==> src/dtlq_pkg.sv <==
// Shared types and constants for the drop-tail link queue.
package dtlq_pkg;

  localparam int TIME_W  = 48;
  localparam int SIZE_W  = 16;
  localparam int TPB_W   = 16;
  localparam int LIMIT_W = 8;
  localparam int PROD_W  = SIZE_W + TPB_W;
  localparam int DELAY_W = 64;
  localparam int TALLY_W = 32;
  localparam int CFG_INDEX_W = 1;
  localparam int CFG_DATA_W  = 16;

  localparam logic [CFG_INDEX_W-1:0] REG_QUEUE_LIMIT    = 1'd0;
  localparam logic [CFG_INDEX_W-1:0] REG_TICKS_PER_BYTE = 1'd1;

  localparam logic [LIMIT_W-1:0] QUEUE_LIMIT_RESET    = 8'd100;
  localparam logic [TPB_W-1:0]   TICKS_PER_BYTE_RESET = 16'd1600;

  localparam logic [TIME_W-1:0] TIME_MAX = {TIME_W{1'b1}};

  typedef struct packed {
    logic              load;
    logic [SIZE_W-1:0] size;
    logic [TIME_W-1:0] base;
  } svc_req_t;

endpackage

==> src/dtlq_svc.sv <==
// Shared service-time unit: registered size * ticks_per_byte, then saturating add to a base time.
module dtlq_svc import dtlq_pkg::*; (
  input  logic              clk,
  input  svc_req_t          req,
  input  logic [TPB_W-1:0]  ticks_per_byte,
  output logic [TIME_W-1:0] busy_sum
);

  logic [PROD_W-1:0] prod;
  logic [TIME_W-1:0] base;
  logic [TIME_W:0]   sum;

  always_ff @(posedge clk) begin
    if (req.load) begin
      prod <= PROD_W'(req.size) * PROD_W'(ticks_per_byte);
      base <= req.base;
    end
  end

  assign sum      = {1'b0, base} + (TIME_W + 1)'(prod);
  assign busy_sum = sum[TIME_W] ? TIME_MAX : sum[TIME_W-1:0];

endmodule

==> config.mk <==
export PLATFORM = sky130hd
export DESIGN_NAME = dtlq_svc
export DESIGN_NICKNAME = d
export VERILOG_FILES = /design/src/dtlq_pkg.sv /design/src/dtlq_svc.sv
export SDC_FILE = /design/constraint.sdc
export NUM_CORES = 1
export LEC_CHECK = 0
export BUFFER_PORTS_ARGS = -buffer_cell sky130_fd_sc_hd__buf_2
export CORE_MARGIN = 2
export CORE_UTILIZATION = 45
export CTS_BUF_LIST = sky130_fd_sc_hd__clkbuf_16
export DETAILED_ROUTE_END_ITERATION = 8
export GPL_ROUTABILITY_DRIVEN = 0
export HOLD_SLACK_MARGIN = 0.08
export PLACE_DENSITY = 0.69
export REMOVE_ABC_BUFFERS = 1
export SKIP_LAST_GASP = 1
export SLEW_MARGIN = 20
export SYNTH_ARGS = -nofsm -noshare
export SYNTH_HDL_FRONTEND = slang
export SYNTH_SLANG_ARGS = --single-unit
export TNS_END_PERCENT = 30
==> constraint.sdc <==
create_clock -name clk -period 8.9 [get_ports clk]
set_input_delay 1.335 -clock clk [delete_from_list [all_inputs] [get_ports clk]]
set_output_delay 1.335 -clock clk [all_outputs]
set_load 0.005 [all_outputs]
==> results.toml <==
[run_status]
run_status = "complete, no violations"

[worst_setup_path]
critPathTopFamily = "adder cells"
cp_num_buf_inv = 5
timing.critical_path.fanout_max = 16
critical_path.slowest_cell = "sky130_fd_sc_hd__fa_1"
setup.worst_path.class = "primary input to register"
cp_common_cell = "sky130_fd_sc_hd__fa_1"
crit_path_end_kind = "register"
critical_path_arrival_ps = 7210
critical_path.cell_chain = "buf_2 -> and2_1 -> fa_1 -> inv_1 -> fa_1 -> fa_1 -> inv_1 -> fa_1 -> fa_1 -> inv_1 -> fa_1 -> inv_1 -> ha_1 -> a21o_1 -> a21oi_1 -> o21ai_0 -> a221o_1 -> a221oi_1 -> o31a_1 -> o21bai_1 -> a21oi_1 -> xnor2_1"
cp_slowest_stage_delay_ps = 540
worst-endpoint-required_ps = 8990
worst_setup_path_start_kind = "primary input"

[floorplan]
dieHeight_um = 173
floorplan.rows = 62
floorplan.die_area_um2 = 30100
boundary_pins = 130
coreArea_um2 = 28500
initial_core_util_pct = 45.4
die_w_um = 173

[clock_network]
cts_resized = 0
clk_transition_reported_paths_ps = 60
postCtsSetupBuffers = 0
clk_root_buffer_cell = "sky130_fd_sc_hd__clkbuf_16"
clock_sinks = 80
numCtsBuffers = 9
cts-hold-fix-buffers = 0
htree_levels = 3
clockBufferDepth = 2
tritoncts = "yes"

[placed_design]
placement.setup.worst_slack_ps = 1490
post_dp_hpwl_um = 24000
port_buffers = 129

[synth]
per_instance_average_area_after_synthesis_um2 = 9.57
synth.distinct_cells = 56
proportion_of_synthesized_chip_area_in_sequential_cells_pct = 18.6
synthArstFlopShare_pct = 0
synthesis.instances = 1350
mappedNetlistArea_um2 = 12900
postSynth.topFlopCell = "sky130_fd_sc_hd__edfxtp_1"
synth_top_cell_area_share_pct = 30.2
flops_latches_synth = 80
synthTopCellsByArea = "sky130_fd_sc_hd__fa_1 30%, sky130_fd_sc_hd__edfxtp_1 19%, sky130_fd_sc_hd__ha_1 13%, sky130_fd_sc_hd__inv_1 6.4%, sky130_fd_sc_hd__and2_1 5.9%"
synthesis.yosys.warnings = 0
synth_largest_area_cell = "sky130_fd_sc_hd__fa_1"
synth_enable_flop_cells = 80

[power]
power_per_cell_area_nw_per_um2 = 406
power.leakage_nw = 6.98
power.ir.vdd_worst_mv = 0.378

[routing]
drt_pass1_iterations = 5
routedWlPerCell_um = 16.0
drcViolationCount = 0
detail-route-antenna-nets = 0
drt_wl_total_um = 29500
vias = 9460
drt_iter0_markers = 497
vias_per_cell = 5.14

[timing]
max_slew.worst_pin.slew_ps = 994
setup-violations-final = 0
max_clock_freq_mhz = 140
rsz0062_at_grt = "no"
fin_setup_tns_ps = 0
finalHoldViolCount = 0
slew_headroom_pct = 33.7
final.period_utilization_pct = 80.0
period_minus_slack_ps = 7120
worst_case_setup_margin_in_the_final_layout_ps = 1780
slew_violations = 0

[job]
timing.max_cap.violations = 0

[finish]
antenna_cells = 0
final_nets = 1865
final_layout_size_suffix_gt1_share_pct = 11.1
area_growth_pct = 9.88
fillers = 2675

[hold_path]
timing.hold.worst_endpoint = "base[0]$_DFFE_PP_"
holdPathStages = 1
min_path_type = "primary input to register"
hold_path_startpoint = "req[0]"

[global_routing]
first_pass_grt_wire_length_um = 49500
first_global_vias = 9882
grt_overflow = 0
grt_start_max_net_pins = 81
grt.total_usage_pct = 20.2
grt_antenna_before_repair = 0
where the power goes:
part	leakage (nW)	internal [mW]	total, mW	switching, mW
Clock	0.139	0.217	0.367	0.150
Combinational	6.06	2.06	4.65	2.58
Sequential	0.782	0.710	0.753	0.0429
Total	6.98	2.99	5.77	2.78
cell type report:
cell class / count / area (um2) / area share, %
tap: 384 / 480 / 3.38
sequential: 80 / 2400 / 16.9
multi-input combinational: 1012 / 9540 / 67.2
timing repair buffer: 130 / 656 / 4.62
clock inverter: 7 / 71.3 / 0.502
clock buffer: 9 / 225 / 1.59
inverter: 219 / 822 / 5.79
how the worst max path moves through the flow:
| stage | from | end | slack, ps | depth (start not counted) |
|---|---|---|---|---|
| after floorplan | req[57] | prod[28]$_DFFE_PP_ | 2160 | 21 |
| after global placement | req[57] | prod[28]$_DFFE_PP_ | 1560 | 22 |
| after detailed placement | req[60] | prod[28]$_DFFE_PP_ | 1490 | 21 |
| after CTS | req[57] | prod[28]$_DFFE_PP_ | 1860 | 22 |
| after global routing | req[57] | prod[28]$_DFFE_PP_ | 1570 | 22 |
| final | req[57] | prod[28]$_DFFE_PP_ | 1780 | 22 |
flip-flops by register name, summed over array words and instances, names as in the netlist:
signal and flops:
base 48, prod 32
cell usage after synthesis (all sizes together), types with 4 or more instances:
master / number
xnor2: 34
mux2: 6
edfxtp: 80
or2: 4
and3: 12
and4: 5
a221o: 6
nand2b: 8
nor3: 9
nand2: 202
a31oi: 9
a211oi: 8
ha: 136
buf: 5
fa: 195
a21o: 38
a21oi: 53
inv: 219
nor2: 35
xor2: 21
o21ai: 26
and2: 122
o21a: 10
o31a: 5
o21bai: 9
clkbuf: 34
nor2b: 8
nand3: 17
cell usage in the layout (no fill, tap or decap), types with 3 or more instances in the layout:
cell type	n
sky130_fd_sc_hd__nand2_1	202
sky130_fd_sc_hd__xor2_1	21
sky130_fd_sc_hd__or2_2	3
sky130_fd_sc_hd__a31oi_1	8
sky130_fd_sc_hd__a21oi_1	53
sky130_fd_sc_hd__o211ai_1	3
sky130_fd_sc_hd__nand3_1	17
sky130_fd_sc_hd__edfxtp_1	80
sky130_fd_sc_hd__xnor2_1	34
sky130_fd_sc_hd__a221o_1	6
sky130_fd_sc_hd__nand2b_1	8
sky130_fd_sc_hd__a211oi_1	8
sky130_fd_sc_hd__inv_1	219
sky130_fd_sc_hd__nand4_1	3
sky130_fd_sc_hd__a21o_1	38
sky130_fd_sc_hd__fa_1	195
sky130_fd_sc_hd__o21bai_1	9
sky130_fd_sc_hd__a221oi_1	3
sky130_fd_sc_hd__clkbuf_16	9
sky130_fd_sc_hd__nor3_1	9
sky130_fd_sc_hd__nor2_1	35
sky130_fd_sc_hd__and4_1	5
sky130_fd_sc_hd__o21ai_0	24
sky130_fd_sc_hd__mux2_2	6
sky130_fd_sc_hd__nor4_1	3
sky130_fd_sc_hd__nor2b_1	8
sky130_fd_sc_hd__o21a_1	10
sky130_fd_sc_hd__and2_1	122
sky130_fd_sc_hd__buf_2	128
sky130_fd_sc_hd__o31a_1	5
sky130_fd_sc_hd__ha_1	136
sky130_fd_sc_hd__and3_1	12
through the flow:
| step | cell area, um2 | hold slack [ps] | utilization, % | power, mW | instances |
|---|---|---|---|---|---|
| floorplan | 12800 | 1430 | - | 4.27 | 1311 |
| global placement | 13900 | 1510 | 48.8 | 5.29 | 1825 |
| detailed placement | 13900 | 1510 | 48.8 | 5.38 | 1825 |
| CTS | 14200 | 1160 | 49.9 | 5.79 | 1841 |
| global route | 14200 | 1150 | 49.9 | 6.50 | 1841 |
| finish | 14200 | 1160 | 49.9 | 5.77 | 1841 |
cells by family after synthesis:
family | Yosys count | share of synthesized area (%)
muxes | 8 | 0.678
adders and majority gates | 331 | 43.4
buffers and inverters | 258 | 7.57
and+or+nand+nor | 433 | 16.2
DFF | 80 | 18.6
AOI/OAI and AO/OA | 185 | 9.82
xor gates and xnor gates | 55 | 3.73
layer usage:
layer | wire length [um] | global-route usage, % | part of all wire (%) | vias up
li1 | - | - | - | 4566
met1 | 14300 | 29.8 | 49 | 4619
met2 | 13300 | 32.2 | 45 | 254
met3 | 1590 | 2.92 | 5.4 | 21
met4 | 297 | 3.81 | 1.0 | 0
met5 | 0 | 0 | 0 | -
Power figures use the tool's default switching activity.
